### src/hw/rtl/json_string_unescape_core_macros.svh
// assertion macros for the json string unescape core
// used by the rtl files that carry concurrent checks
`ifndef JSON_STRING_UNESCAPE_CORE_MACROS_SVH
`define JSON_STRING_UNESCAPE_CORE_MACROS_SVH

`ifndef SYNTH
`define JSU_ASSERT(label, clk, rst, prop) \
   label: assert property (@(posedge clk) disable iff (rst) prop) \
      else $error("jsu assertion failed");
`define JSU_ASSERT_CLK(label, prop) \
   label: assert property (@(posedge clock) disable iff (reset) prop) \
      else $error("jsu assertion failed");
`else
`define JSU_ASSERT(label, clk, rst, prop)
`define JSU_ASSERT_CLK(label, prop)
`endif

`endif

### src/hw/rtl/jsu_pkg.sv
// shared types and constants of the json string unescape core
// no dependencies
package jsu_pkg;

   localparam int MAX_RESULTS     = 4;
   localparam int QUEUE_DEPTH_DEF = 4;

   localparam logic       CSR_IDX_STRIP = 1'b0;

   localparam logic [7:0] CHAR_BACKSLASH = 8'h5C;
   localparam logic [7:0] CHAR_DQUOTE    = 8'h22;
   localparam logic [7:0] CHAR_SQUOTE    = 8'h27;
   localparam logic [7:0] CHAR_N         = 8'h6E;
   localparam logic [7:0] CHAR_T         = 8'h74;
   localparam logic [7:0] CHAR_U         = 8'h75;
   localparam logic [7:0] CHAR_LF        = 8'h0A;
   localparam logic [7:0] CHAR_TAB       = 8'h09;

   localparam logic [15:0] CODE_MIN_PRINT = 16'h0020;
   localparam logic [15:0] CODE_TWO_BYTE  = 16'h0080;
   localparam logic [15:0] CODE_THREE_BYTE = 16'h0800;
   localparam logic [7:0]  UTF8_LEAD2     = 8'hC0;
   localparam logic [7:0]  UTF8_LEAD3     = 8'hE0;
   localparam logic [7:0]  UTF8_CONT      = 8'h80;
   localparam logic [5:0]  UTF8_CONT_MASK = 6'h3F;

   typedef enum logic [1:0] {
      MODE_NORMAL,
      MODE_ESCAPE,
      MODE_HEX
   } esc_mode_type;

   typedef struct packed {
      logic [7:0] data;
      logic       valid;
      logic       err;
   } result_type;

   typedef struct packed {
      result_type [MAX_RESULTS-1:0] res;
      logic [1:0]                   cnt_m1;
      logic                         last;
   } entry_type;

endpackage

### src/hw/rtl/jsu_front.sv
// front end: accepts input beats, tracks escapes, builds result entries
// depends on jsu_pkg
module jsu_front (
   input  logic                clock,
   input  logic                reset,
   input  logic                strip_quotes,
   input  logic                req_tvalid,
   output logic                req_tready,
   input  logic [7:0]          req_tdata,
   input  logic                req_tlast,
   input  logic                q_full,
   output logic                push,
   output jsu_pkg::entry_type  push_entry
);
   import jsu_pkg::*;

   function automatic logic [4:0] hex_digit(input logic [7:0] b);
      logic [4:0] r;
      r = 5'd0;
      if (b >= 8'h30 && b <= 8'h39) begin
         r = {1'b1, 4'(b - 8'h30)};
      end else if (b >= 8'h61 && b <= 8'h66) begin
         r = {1'b1, 4'(b - 8'h57)};
      end else if (b >= 8'h41 && b <= 8'h46) begin
         r = {1'b1, 4'(b - 8'h37)};
      end
      return r;
   endfunction

   esc_mode_type mode_ff, mode_in, mode_pre;
   logic [15:0]  hex_value_ff, hex_value_in, hv_pre, hv_shift;
   logic [2:0]   hex_count_ff, hex_count_in, hc_pre;
   logic         start_ff, start_in;
   logic         pass_ff, pass_in;
   logic         frame_ff, frame_in;

   logic         accept;
   logic [4:0]   digit;
   logic         is_quote, raw_path, drop, dec;
   logic         hex_hit, hex_done, hex_break, esc, norm;
   logic         code_en, byte_en;
   logic [15:0]  code_v;
   logic [7:0]   byte_v;
   result_type [2:0] code_res;
   logic [1:0]   ncode;
   logic [2:0]   total;
   result_type [MAX_RESULTS-1:0] res;

   assign req_tready = !q_full;
   assign accept     = req_tvalid && !q_full;

   assign digit    = hex_digit(req_tdata);
   assign hv_shift = {hex_value_ff[11:0], digit[3:0]};
   assign is_quote = (req_tdata == CHAR_DQUOTE) || (req_tdata == CHAR_SQUOTE);
   assign raw_path = (start_ff && strip_quotes && !is_quote) || (!start_ff && pass_ff);
   assign drop     = (start_ff && strip_quotes && is_quote)
                   || (!start_ff && !pass_ff && frame_ff && req_tlast);
   assign dec       = !raw_path && !drop;
   assign hex_hit   = dec && (mode_ff == MODE_HEX) && digit[4];
   assign hex_done  = hex_hit && (hex_count_ff == 3'd3);
   assign hex_break = dec && (mode_ff == MODE_HEX) && !digit[4];
   assign esc       = dec && (mode_ff == MODE_ESCAPE);
   assign norm      = dec && ((mode_ff == MODE_NORMAL) || hex_break);

   // next state
   always_comb begin
      mode_pre = mode_ff;
      hv_pre   = hex_value_ff;
      hc_pre   = hex_count_ff;
      if (hex_hit) begin
         mode_pre = hex_done ? MODE_NORMAL : MODE_HEX;
         hv_pre   = hv_shift;
         hc_pre   = 3'(hex_count_ff + 3'd1);
      end else if (esc) begin
         if (req_tdata == CHAR_U) begin
            mode_pre = MODE_HEX;
            hv_pre   = 16'h0000;
            hc_pre   = 3'd0;
         end else begin
            mode_pre = MODE_NORMAL;
         end
      end else if (norm) begin
         mode_pre = (req_tdata == CHAR_BACKSLASH) ? MODE_ESCAPE : MODE_NORMAL;
      end

      if (req_tlast) begin
         mode_in      = MODE_NORMAL;
         hex_value_in = 16'h0000;
         hex_count_in = 3'd0;
         start_in     = 1'b1;
         pass_in      = 1'b0;
         frame_in     = 1'b0;
      end else begin
         mode_in      = mode_pre;
         hex_value_in = hv_pre;
         hex_count_in = hc_pre;
         start_in     = 1'b0;
         pass_in      = pass_ff || (start_ff && strip_quotes && !is_quote);
         frame_in     = start_ff ? strip_quotes : frame_ff;
      end
   end

   // outputs
   always_comb begin
      code_en = hex_done || hex_break || (req_tlast && (mode_pre == MODE_HEX));
      if (hex_done) begin
         code_v = hv_shift;
      end else if (hex_break) begin
         code_v = hex_value_ff;
      end else begin
         code_v = hv_pre;
      end
      byte_en = raw_path || (esc && (req_tdata != CHAR_U))
              || (norm && (req_tdata != CHAR_BACKSLASH));
      if (esc && (req_tdata == CHAR_N)) begin
         byte_v = CHAR_LF;
      end else if (esc && (req_tdata == CHAR_T)) begin
         byte_v = CHAR_TAB;
      end else begin
         byte_v = req_tdata;
      end

      code_res = '0;
      if (!code_en) begin
         ncode = 2'd0;
      end else if (code_v < CODE_MIN_PRINT) begin
         ncode       = 2'd1;
         code_res[0] = '{data: 8'h00, valid: 1'b0, err: 1'b1};
      end else if (code_v < CODE_TWO_BYTE) begin
         ncode       = 2'd1;
         code_res[0] = '{data: code_v[7:0], valid: 1'b1, err: 1'b0};
      end else if (code_v < CODE_THREE_BYTE) begin
         ncode       = 2'd2;
         code_res[0] = '{data: UTF8_LEAD2 | {3'b000, code_v[10:6]}, valid: 1'b1, err: 1'b0};
         code_res[1] = '{data: UTF8_CONT | {2'b00, code_v[5:0] & UTF8_CONT_MASK},
                         valid: 1'b1, err: 1'b0};
      end else begin
         ncode       = 2'd3;
         code_res[0] = '{data: UTF8_LEAD3 | {4'b0000, code_v[15:12]}, valid: 1'b1, err: 1'b0};
         code_res[1] = '{data: UTF8_CONT | {2'b00, code_v[11:6]}, valid: 1'b1, err: 1'b0};
         code_res[2] = '{data: UTF8_CONT | {2'b00, code_v[5:0] & UTF8_CONT_MASK},
                         valid: 1'b1, err: 1'b0};
      end

      for (int i = 0; i < MAX_RESULTS; i++) begin
         res[i] = '0;
         if (i < 3 && 2'(i) < ncode) begin
            res[i] = code_res[i];
         end else if (3'(i) == {1'b0, ncode} && byte_en) begin
            res[i] = '{data: byte_v, valid: 1'b1, err: 1'b0};
         end
      end

      total = 3'({1'b0, ncode} + {2'b00, byte_en});
      push_entry.res    = res;
      push_entry.last   = req_tlast;
      push_entry.cnt_m1 = (total == 3'd0) ? 2'd0 : 2'(total - 3'd1);
      push = accept && ((total != 3'd0) || req_tlast);
   end

   always_ff @(posedge clock) begin
      if (reset) begin
         mode_ff      <= MODE_NORMAL;
         hex_value_ff <= 16'h0000;
         hex_count_ff <= 3'd0;
         start_ff     <= 1'b1;
         pass_ff      <= 1'b0;
         frame_ff     <= 1'b0;
      end else if (accept) begin
         mode_ff      <= mode_in;
         hex_value_ff <= hex_value_in;
         hex_count_ff <= hex_count_in;
         start_ff     <= start_in;
         pass_ff      <= pass_in;
         frame_ff     <= frame_in;
      end
   end

endmodule

### src/hw/rtl/jsu_queue.sv
// small entry queue between the front and back ends
// depends on jsu_pkg and json_string_unescape_core_macros.svh
`include "json_string_unescape_core_macros.svh"
module jsu_queue #(
   parameter int DEPTH = jsu_pkg::QUEUE_DEPTH_DEF
) (
   input  logic               clock,
   input  logic               reset,
   input  logic               push,
   input  jsu_pkg::entry_type push_entry,
   output logic               full,
   input  logic               pop,
   output logic               head_valid,
   output jsu_pkg::entry_type head
);
   import jsu_pkg::*;

   localparam int PW = (DEPTH > 1) ? $clog2(DEPTH) : 1;
   localparam int CW = $clog2(DEPTH + 1);

   entry_type         mem [DEPTH];
   logic [PW-1:0]     wr_ptr_ff, wr_ptr_in;
   logic [PW-1:0]     rd_ptr_ff, rd_ptr_in;
   logic [CW-1:0]     count_ff, count_in;

   assign full       = (count_ff == CW'(DEPTH));
   assign head_valid = (count_ff != '0);
   assign head       = mem[rd_ptr_ff];

   always_comb begin
      wr_ptr_in = wr_ptr_ff;
      rd_ptr_in = rd_ptr_ff;
      count_in  = count_ff;
      if (push) begin
         wr_ptr_in = (wr_ptr_ff == PW'(DEPTH - 1)) ? '0 : PW'(wr_ptr_ff + 1'b1);
      end
      if (pop) begin
         rd_ptr_in = (rd_ptr_ff == PW'(DEPTH - 1)) ? '0 : PW'(rd_ptr_ff + 1'b1);
      end
      if (push && !pop) begin
         count_in = CW'(count_ff + 1'b1);
      end else if (pop && !push) begin
         count_in = CW'(count_ff - 1'b1);
      end
   end

   always_ff @(posedge clock) begin
      if (reset) begin
         wr_ptr_ff <= '0;
         rd_ptr_ff <= '0;
         count_ff  <= '0;
      end else begin
         wr_ptr_ff <= wr_ptr_in;
         rd_ptr_ff <= rd_ptr_in;
         count_ff  <= count_in;
      end
   end

   always_ff @(posedge clock) begin
      if (push) begin
         mem[wr_ptr_ff] <= push_entry;
      end
   end

   `JSU_ASSERT_CLK(a_no_overflow, push |-> !full || pop)
   `JSU_ASSERT_CLK(a_no_underflow, pop |-> head_valid)
   `JSU_ASSERT_CLK(a_count_tracks, push && !pop |=> count_ff == $past(count_ff) + 1'b1)

endmodule

### src/hw/rtl/jsu_back.sv
// back end: walks queued entries and drives the result register
// depends on jsu_pkg and json_string_unescape_core_macros.svh
`include "json_string_unescape_core_macros.svh"
module jsu_back (
   input  logic               clock,
   input  logic               reset,
   input  logic               head_valid,
   input  jsu_pkg::entry_type head,
   output logic               pop,
   input  logic               rsp_ready,
   output logic               rsp_valid,
   output logic [7:0]         out_byte,
   output logic               byte_valid,
   output logic               code_error,
   output logic               run_last,
   output logic               string_end
);
   import jsu_pkg::*;

   logic [1:0]  idx_ff;
   logic        valid_ff;
   logic [7:0]  byte_ff;
   logic        bvalid_ff, err_ff, run_last_ff, end_ff;
   logic        load, final_res;
   result_type  cur;

   assign load      = head_valid && (!valid_ff || rsp_ready);
   assign final_res = (idx_ff == head.cnt_m1);
   assign pop       = load && final_res;
   assign cur       = head.res[idx_ff];

   always_ff @(posedge clock) begin
      if (reset) begin
         valid_ff <= 1'b0;
         idx_ff   <= 2'd0;
      end else begin
         if (load) begin
            valid_ff <= 1'b1;
            idx_ff   <= final_res ? 2'd0 : 2'(idx_ff + 2'd1);
         end else if (rsp_ready) begin
            valid_ff <= 1'b0;
         end
      end
   end

   always_ff @(posedge clock) begin
      if (load) begin
         byte_ff     <= cur.data;
         bvalid_ff   <= cur.valid;
         err_ff      <= cur.err;
         run_last_ff <= final_res;
         end_ff      <= final_res && head.last;
      end
   end

   assign rsp_valid  = valid_ff;
   assign out_byte   = byte_ff;
   assign byte_valid = bvalid_ff;
   assign code_error = err_ff;
   assign run_last   = run_last_ff;
   assign string_end = end_ff;

   `JSU_ASSERT(a_idx_in_range, clock, reset, head_valid |-> idx_ff <= head.cnt_m1)
   `JSU_ASSERT(a_end_is_run_last, clock, reset, valid_ff && end_ff |-> run_last_ff)
   `JSU_ASSERT(a_err_no_byte, clock, reset, valid_ff && err_ff |-> !bvalid_ff && byte_ff == 8'h00)
   `JSU_ASSERT(a_pop_rewinds, clock, reset, pop |=> idx_ff == 2'd0)

endmodule

### src/hw/rtl/json_string_unescape_core.sv
// json string unescaper, top level
// depends on jsu_pkg, jsu_front, jsu_queue, jsu_back
//
// req channel: one raw string byte per beat (tdata), tlast on the final byte.
// rsp channel: decoded results; tdata = out_byte and run_last, tuser = byte_valid
// and code_error, tlast = string_end. a beat may yield zero to four results; a
// beat that yields none and is not last gives no rsp beat.
// csr port: register strip_quotes at byte address 0, written on the access cycle;
// it takes effect at the first byte of the next string.
// the first result of a beat passes through the entry queue and then the result
// register before it is on rsp. throughput: one req beat per cycle while each beat
// yields at most one result and rsp does not stall; the back end hands out a beat's
// results one rsp beat at a time, and the entry queue (QUEUE_DEPTH entries)
// absorbs the difference before req_tready drops.
// rsp stall: the result register holds its beat, the queue fills, then req_tready
// goes low; no result is lost or repeated.
// reset: synchronous, clears the escape state, the queue and the result register;
// strip_quotes returns to 0.
module json_string_unescape_core #(
   parameter int QUEUE_DEPTH = jsu_pkg::QUEUE_DEPTH_DEF
) (
   input  logic        clock,
   input  logic        reset,
   input  logic        req_tvalid,
   output logic        req_tready,
   input  logic [7:0]  req_tdata,   // [7:0] in_byte
   input  logic        req_tlast,
   output logic        rsp_tvalid,
   input  logic        rsp_tready,
   output logic [15:0] rsp_tdata,   // [7:0] out_byte, [8] run_last, [15:9] zero
   output logic [1:0]  rsp_tuser,   // [0] byte_valid, [1] code_error
   output logic        rsp_tlast,
   input  logic        csr_psel,
   input  logic        csr_penable,
   input  logic        csr_pwrite,
   input  logic [2:0]  csr_paddr,
   input  logic [31:0] csr_pwdata,
   output logic [31:0] csr_prdata,
   output logic        csr_pready
);
   import jsu_pkg::*;

   logic       strip_ff;
   logic       csr_wr;
   logic       push, full, pop, head_valid;
   entry_type  push_entry, head;
   logic [7:0] out_byte;
   logic       byte_valid, code_error, run_last, string_end;

   assign csr_pready = 1'b1;
   assign csr_wr     = csr_psel && csr_penable && csr_pwrite && (csr_paddr[2] == CSR_IDX_STRIP);
   assign csr_prdata = (csr_paddr[2] == CSR_IDX_STRIP) ? {31'd0, strip_ff} : 32'd0;

   always_ff @(posedge clock) begin
      if (reset) begin
         strip_ff <= 1'b0;
      end else if (csr_wr) begin
         strip_ff <= csr_pwdata[0];
      end
   end

   jsu_front u_front (
      .clock        (clock),
      .reset        (reset),
      .strip_quotes (strip_ff),
      .req_tvalid   (req_tvalid),
      .req_tready   (req_tready),
      .req_tdata    (req_tdata),
      .req_tlast    (req_tlast),
      .q_full       (full),
      .push         (push),
      .push_entry   (push_entry)
   );

   jsu_queue #(
      .DEPTH (QUEUE_DEPTH)
   ) u_queue (
      .clock      (clock),
      .reset      (reset),
      .push       (push),
      .push_entry (push_entry),
      .full       (full),
      .pop        (pop),
      .head_valid (head_valid),
      .head       (head)
   );

   jsu_back u_back (
      .clock      (clock),
      .reset      (reset),
      .head_valid (head_valid),
      .head       (head),
      .pop        (pop),
      .rsp_ready  (rsp_tready),
      .rsp_valid  (rsp_tvalid),
      .out_byte   (out_byte),
      .byte_valid (byte_valid),
      .code_error (code_error),
      .run_last   (run_last),
      .string_end (string_end)
   );

   assign rsp_tdata = {7'd0, run_last, out_byte};
   assign rsp_tuser = {code_error, byte_valid};
   assign rsp_tlast = string_end;

endmodule

### config.mk
export PLATFORM = sky130hd
export DESIGN_NAME = json_string_unescape_core
export DESIGN_NICKNAME = d
export VERILOG_FILES = /design/src/hw/rtl/jsu_pkg.sv /design/src/hw/rtl/jsu_front.sv /design/src/hw/rtl/jsu_queue.sv /design/src/hw/rtl/jsu_back.sv /design/src/hw/rtl/json_string_unescape_core.sv
export VERILOG_INCLUDE_DIRS = /design/src /design/src/hw/rtl
export SDC_FILE = /design/constraint.sdc
export NUM_CORES = 1
export LEC_CHECK = 0
export BUFFER_PORTS_ARGS = -buffer_cell sky130_fd_sc_hd__buf_2
export CORE_MARGIN = 2
export CORE_UTILIZATION = 30
export CTS_CLUSTER_SIZE = 30
export DETAILED_ROUTE_END_ITERATION = 12
export PLACE_DENSITY_LB_ADDON = 0.3
export SKIP_LAST_GASP = 1
export SLEW_MARGIN = 20
export SYNTH_ARGS = -nofsm -noshare
export SYNTH_HDL_FRONTEND = slang
export SYNTH_SLANG_ARGS = --single-unit
### constraint.sdc
create_clock -name clock -period 11.9 [get_ports clock]
set_clock_uncertainty 0.15 [all_clocks]
set_input_delay 2.38 -clock clock [delete_from_list [all_inputs] [get_ports clock]]
set_output_delay 2.38 -clock clock [all_outputs]
set_load 0.005 [all_outputs]
==> results of run 1 <==
==> registers in the layout, summed over array words and instances, names as in the netlist, 2 cells and up, named ones only <==
signal                cells
u_front.hex_count_ff      3
u_back.out_byte           8
u_front.mode_ff           2
u_queue.rd_ptr_ff         2
u_queue.mem             160
u_back.idx_ff             2
u_queue.count_ff          3
u_front.hex_value_ff     16
u_queue.wr_ptr_ff         2
==> cell families (layout without fill, tap and decap cells) <==
logic type / count (synthesis) / after routing / synth area share
compound gates: 126 / 126 / 0.0966
xor+xnor: 4 / 4 / 0.00356
fa+ha+maj: 16 / 16 / 0.0211
buf+inv: 92 / 101 / 0.0560
flops: 209 / 209 / 0.600
mux: 66 / 66 / 0.131
other cells: 2 / 39 / 0.000763
simple gates: 176 / 176 / 0.0912
==> stage by stage <==
stage                     setup WS [ns]   util  hold slack, ns  std cells  instance area (um^2)
after CTS                          5.04  0.339           0.322       1179                 11000
after global routing               4.69  0.339           0.378       1179                 11000
after detailed placement           4.52  0.317           0.311       1136                 10300
after floorplan                    5.45      -           0.307        728                  9980
after global placement             4.49  0.317           0.308       1136                 10300
final                              5.05  0.339           0.325       1179                 11000
==> cell usage in the layout, fill, tap and decap left out, types with 4 or more instances in the layout <==
| master | instances |
|---|---|
| edfxtp_1 | 172 |
| nor2_1 | 61 |
| mux4_2 | 49 |
| nand2_1 | 39 |
| conb_1 | 39 |
| dfxtp_1 | 35 |
| buf_2 | 32 |
| clkbuf_16 | 25 |
| a21oi_1 | 23 |
| o21ai_0 | 21 |
| inv_1 | 19 |
| nand3_1 | 18 |
| a22oi_1 | 17 |
| ha_1 | 15 |
| mux2i_1 | 14 |
| o22ai_1 | 11 |
| o21ai_2 | 8 |
| nor3_1 | 7 |
| clkinv_1 | 7 |
| buf_4 | 7 |
| nand2b_1 | 5 |
| nor2b_1 | 4 |
| nor4_1 | 4 |
| o211ai_1 | 4 |
| a31oi_1 | 4 |
| and2_2 | 4 |
| clkinv_2 | 4 |
==> final cells by class <==
type | count | area (um^2) | share of cell area
inverter | 19 | 71.3 | 0.00649
clock buffer | 28 | 637 | 0.0579
tap | 442 | 553 | 0.0503
timing repair buffer | 39 | 213 | 0.0193
sequential | 209 | 5910 | 0.537
multi-input combinational | 427 | 3530 | 0.321
clock inverter | 15 | 80.1 | 0.00728
==> layer usage <==
metal | part of all wire | routed length [um]
met2 | 0.47 | 10200
met3 | 0.044 | 948
met1 | 0.47 | 10100
met5 | 0 | 0
met4 | 0.019 | 401
==> power by group <==
| part | internal [mW] | switching [mW] |
|---|---|---|
| Combinational | 0.197 | 0.221 |
| Sequential | 0.900 | 0.0405 |
| Clock | 0.382 | 0.289 |
| Total | 1.48 | 0.551 |
==> critical path: stages <==
cell and delay [ns]:
buf_2 0.17, inv_1 0.10, ha_1 0.21, or3b_1 0.36, and4_4 0.22, a21o_1 0.33
nand2_4 0.25, mux2i_4 0.63, nor2_1 0.16, nor2_1 0.13, ha_1 0.16, ha_1 0.16
nor2_1 0.06, a21oi_1 0.42, ha_1 0.28, inv_1 0.07, fa_1 0.42, xor2_1 0.17
or3_1 0.31, a21oi_1 0.13
==> worst max-delay path by stage <==
stage	startpoint	end	slack (ns)	cells after the start
floorplan	req_tdata[1]	u_queue.mem[3][0]$_DFFE_PP_	5.45	14
global placement	req_tdata[1]	u_queue.count_ff[2]$_SDFFE_PP0P_	4.49	20
detailed placement	req_tdata[1]	u_queue.count_ff[2]$_SDFFE_PP0P_	4.52	20
CTS	req_tdata[1]	u_queue.count_ff[2]$_SDFFE_PP0P_	5.04	20
global route	req_tdata[1]	u_queue.count_ff[2]$_SDFFE_PP0P_	4.69	20
finish	req_tdata[1]	u_queue.count_ff[2]$_SDFFE_PP0P_	5.05	20
==> impl_metrics.csv, run 1 <==
group,metric,value,unit
status,outcome,"finished, final reports clean",
run,cap_violations,0,
sta,slew_violations,0,
sta,relSlewSlack,0.329,
drt,vias_per_cell,4.87,
critical_path,r2r_cells,17,
finish,drive_above_1_share,0.220,
logic_synthesis,synthFlopType,"edfxtp_1",
pwr,ir_drop,0.0841,mV
logic_synthesis,netlist_top_cells_count,"edfxtp_1 (172), nor2_1 (62), mux4_2 (49), buf_4 (42), nand2_1 (39)",
finish,syn2layout_area_growth,11.7,%
place,place_hpwl,13700,um
place,port_buffers,32,
logic_synthesis,synth_top_area_cell,"edfxtp_1",
floorplanning,die_width,185,um
logic_synthesis,synth_area_leaders,"edfxtp_1 (52%), mux4_2 (11%), dfxtp_1 (7.5%), buf_4 (3.2%), nor2_1 (2.4%)",
place,place_congestion,0.886,
worst_hold_path,hp-start,"u_back.rsp_valid$_SDFFE_PP0P_",
pwr,power.leakage,3.70,nW
finish,diodes,0,
cts,htreeDepth,1,
floorplanning,die-area,34300,um^2
worst_hold_path,hp-class,"reg -> reg",
cts,cts_hold_buf,0,
global_route,use_met3,0.0203,
critical_path,ff2ff_setup_slack,7.04,ns
sta,fin_crit_sh,0.576,
drt,via_count,5744,
logic_synthesis,yosysTopAreaCellShare,0.525,
logic_synthesis,synth_edf_count,172,
logic_synthesis,async_reset_ff_frac,0,
drt,drt_wl_total,21700,um
global_route,met2_usage,0.209,
global_route,antenna_found_initial,0,
pwr,power.density,185,nW/um^2
floorplanning,rows,66,
pwr,power,2.03,mW
cts,cts_sinks,209,
global_route,grt_pass1_vias,5733,
critical_path,endpoint_kind,"register",
cts,post_cts_buffers,0,
sta,rsz0062_at_grt,"false",
logic_synthesis,synth_most_common_cell,"edfxtp_1",
drt,wl_per_cell,18.4,um
global_route,grt.total_usage,0.130,
critical_path,reg2reg_to,"u_queue.count_ff[2]$_SDFFE_PP0P_",
cts,clockBufferDepth,3,
sta,setup_viol,0,
global_route,gr-max-usage-layer,"met2",
logic_synthesis,synth_cells,691,
sta,hold_viol_final,0,
critical_path,critical_path_arrival,7.14,ns
floorplanning,coreArea,32500,um^2
cts,cts_root_buf,"clkbuf_16",
global_route,use_met1,0.183,
worst_hold_path,whs_endpoint,"u_back.rsp_valid$_SDFFE_PP0P_",
sta,fmax,146,MHz
global_route,overflow,0,
drt,drtAntennaViolNets,0,
cts,clkTransAtPathRegs,0.06,ns
critical_path,required,12.19,ns
logic_synthesis,yosys_warnings,0,
worst_hold_path,min_path_cells,2,
cts,clkLatencyLatePin,0.51,ns
logic_synthesis,ys_seq_area_frac,0.600,
critical_path,crit_type,"in -> reg",
sta,setup_tns,0,ns
logic_synthesis,netlist_area,9850,um^2
drt,drcViolationCount,0,
drt,drtPass1Iterations,7,
drt,drtIter0Drc,546,
cts,cts_tree,"done",
cts,cts_resized,0,
critical_path,worst-path-max-fanout,17,
floorplanning,dieHeight,185,um
sta,fin_crit,6.85,ns
sta,worstMarginPinSlew,1.00,ns
logic_synthesis,synth_seq_cells,209,
critical_path,cp-start-kind,"input pin",
finish,nets,787,
global_route,grt_start_max_net_pins,41,
finish,nFillCells,3150,
floorplanning,io_pins,105,
logic_synthesis,synth.avg_cell_area,14.2,um^2
critical_path,r2r_start,"u_front.frame_ff$_SDFFE_PP0P_",
floorplanning,start_util,0.303,
logic_synthesis,synth.distinct_cells,77,
global_route,grt_pass1_wl,34100,um
cts,numCtsBuffers,24,
(Power assumes the default switching activity.)
==> run 2: changes to the inputs <==
==> constraint.sdc (replaced) <==
create_clock -name clock -period 7.09 [get_ports clock]
set_clock_uncertainty 0.15 [all_clocks]
set_input_delay 1.418 -clock clock [delete_from_list [all_inputs] [get_ports clock]]
set_output_delay 1.418 -clock clock [all_outputs]
set_load 0.005 [all_outputs]
==> impl_metrics.csv, run 2 (synthesis gave the netlist of run 1 again) <==
group,metric,value,unit
finish,drive_above_1_share,0.230,
pwr,ir_drop,0.154,mV
finish,largest_reg_flops,160,
critical_path,endpoint_kind,"register",
critical_path,crit_type,"in -> reg",
critical_path,cp-start-kind,"input pin",
cts,cts_sinks,209,
drt,drt_wl_total,21500,um
finish,nFillCells,3163,
global_route,grt.total_usage,0.128,
finish,syn2layout_area_growth,12.9,%
place,port_buffers,32,
sta,fin_crit,5.77,ns
drt,vias_per_cell,4.87,
finish,diodes,0,
sta,rsz0062_at_grt,"false",
critical_path,worst-path-max-fanout,13,
pwr,power,3.51,mW
cts,htreeDepth,1,
finish,final_util,0.343,
place,dp_cells,1141,
drt,drcViolationCount,0,
drt,drtPass1Iterations,5,
sta,setup_viol,0,
cts,clkTransAtPathRegs,0.06,ns
critical_path,critical_path_arrival,6.03,ns
finish,fin_cells,1182,
global_route,grt_pass1_wl,33900,um
place,place_congestion,0.855,
drt,drtAntennaViolNets,0,
cts,cts_root_buf,"clkbuf_16",
sta,setup_tns,0,ns
finish,nets,791,
cts,cts_resized,0,
drt,wl_per_cell,18.2,um
cts,clockBufferDepth,3,
finish,largest_register,"u_queue.mem",
cts,cts_tree,"done",
sta,hold_viol_final,0,
global_route,overflow,0,
cts,clkLatencyLatePin,0.49,ns
place,place_hpwl,13700,um
status,outcome,"finished, final reports clean",
global_route,grt_pass1_vias,5813,
cts,numCtsBuffers,23,
drt,drtIter0Drc,535,
global_route,antenna_found_initial,0,
sta,relSlewSlack,0.392,
run,cap_violations,0,
floorplanning,die-area,34300,um^2
cts,post_cts_buffers,0,
floorplanning,die_width,185,um
global_route,grt_start_max_net_pins,41,
pwr,power.density,316,nW/um^2
floorplanning,start_util,0.303,
cts,cts_hold_buf,0,
critical_path,ff2ff_setup_slack,2.46,ns
drt,via_count,5752,
pwr,power.leakage,3.76,nW
finish,layout_common_cells,"edfxtp_1 (172), nor2_1 (61), mux4_2 (49), nand2_1 (39), conb_1 (39)",
sta,fmax,173,MHz
finish,layout_commonest_cell,"edfxtp_1",
floorplanning,io_pins,105,
floorplanning,dieHeight,185,um
sta,slew_violations,0,
floorplanning,coreArea,32500,um^2
sta,worstMarginPinSlew,0.911,ns
worst_hold_path,hp-class,"reg -> reg",
critical_path,required,7.35,ns
floorplanning,rows,66,
sta,fin_crit_sh,0.814,
run 2: changes by cell type in the layout (fill, tap and decap cells not counted), sizes merged:
| cell | previous run | this run |
|---|---|---|
| clkbuf | 28 | 32 |
| buf | 39 | 44 |
| clkinv | 13 | 4 |
| bufinv | 0 | 3 |
run 2: worst max-delay path, stage by stage:
cell and delay (ns):
buf_2 0.17, inv_1 0.10, ha_1 0.22, or3b_1 0.36
and4_4 0.22, a21o_1 0.32, nand2_4 0.25, mux2_2 0.46
nand2_2 0.21, inv_1 0.06, ha_1 0.31, nor2_1 0.06
a21oi_1 0.42, ha_1 0.29, inv_1 0.07, fa_1 0.43
xor2_1 0.17, or3_1 0.31, a21oi_1 0.14
run 2: cell type report:
cell class	instances	area, um^2	area share
clock buffer	32	659	0.0593
clock inverter	9	128	0.0115
inverter	19	71.3	0.00641
sequential	209	5910	0.532
timing repair buffer	44	263	0.0236
multi-input combinational	427	3530	0.318
tap	442	553	0.0497
run 2: where the power goes:
group          switching [mW]  internal [mW]
registers              0.0688           1.51
logic                   0.371          0.333
clock network           0.467          0.758
run 2: metal layers:
metal,vias up,routed length (um),global-route usage
met1,2913,9990,0.183
met2,151,10100,0.206
li1,2659,-,-
met3,29,1050,0.0185
met4,0,391,0.0317
met5,-,0,0
run 2: worst paths after layout:
| kind | from | to | cells after the start |
|---|---|---|---|
| worst max-delay path | req_tdata[1] | u_queue.count_ff[2]$_SDFFE_PP0P_ | 19 |
| worst max register to register | u_front.frame_ff$_SDFFE_PP0P_ | u_queue.count_ff[2]$_SDFFE_PP0P_ | 15 |
| worst min register to register | u_back.rsp_valid$_SDFFE_PP0P_ | u_back.rsp_valid$_SDFFE_PP0P_ | 2 |
| worst min-delay path | u_back.rsp_valid$_SDFFE_PP0P_ | u_back.rsp_valid$_SDFFE_PP0P_ | 2 |
run 2: metrics by stage:
stage / hold WS [ns] / setup slack [ns] / cell area (um^2)
after global placement: 0.308 / 0.821 / 10300
after global routing: 0.371 / 0.996 / 11100
after detailed placement: 0.316 / 0.805 / 10300
final: 0.322 / 1.32 / 11100
after CTS: 0.325 / 1.32 / 11100
after floorplan: 0.307 / 1.60 / 9980
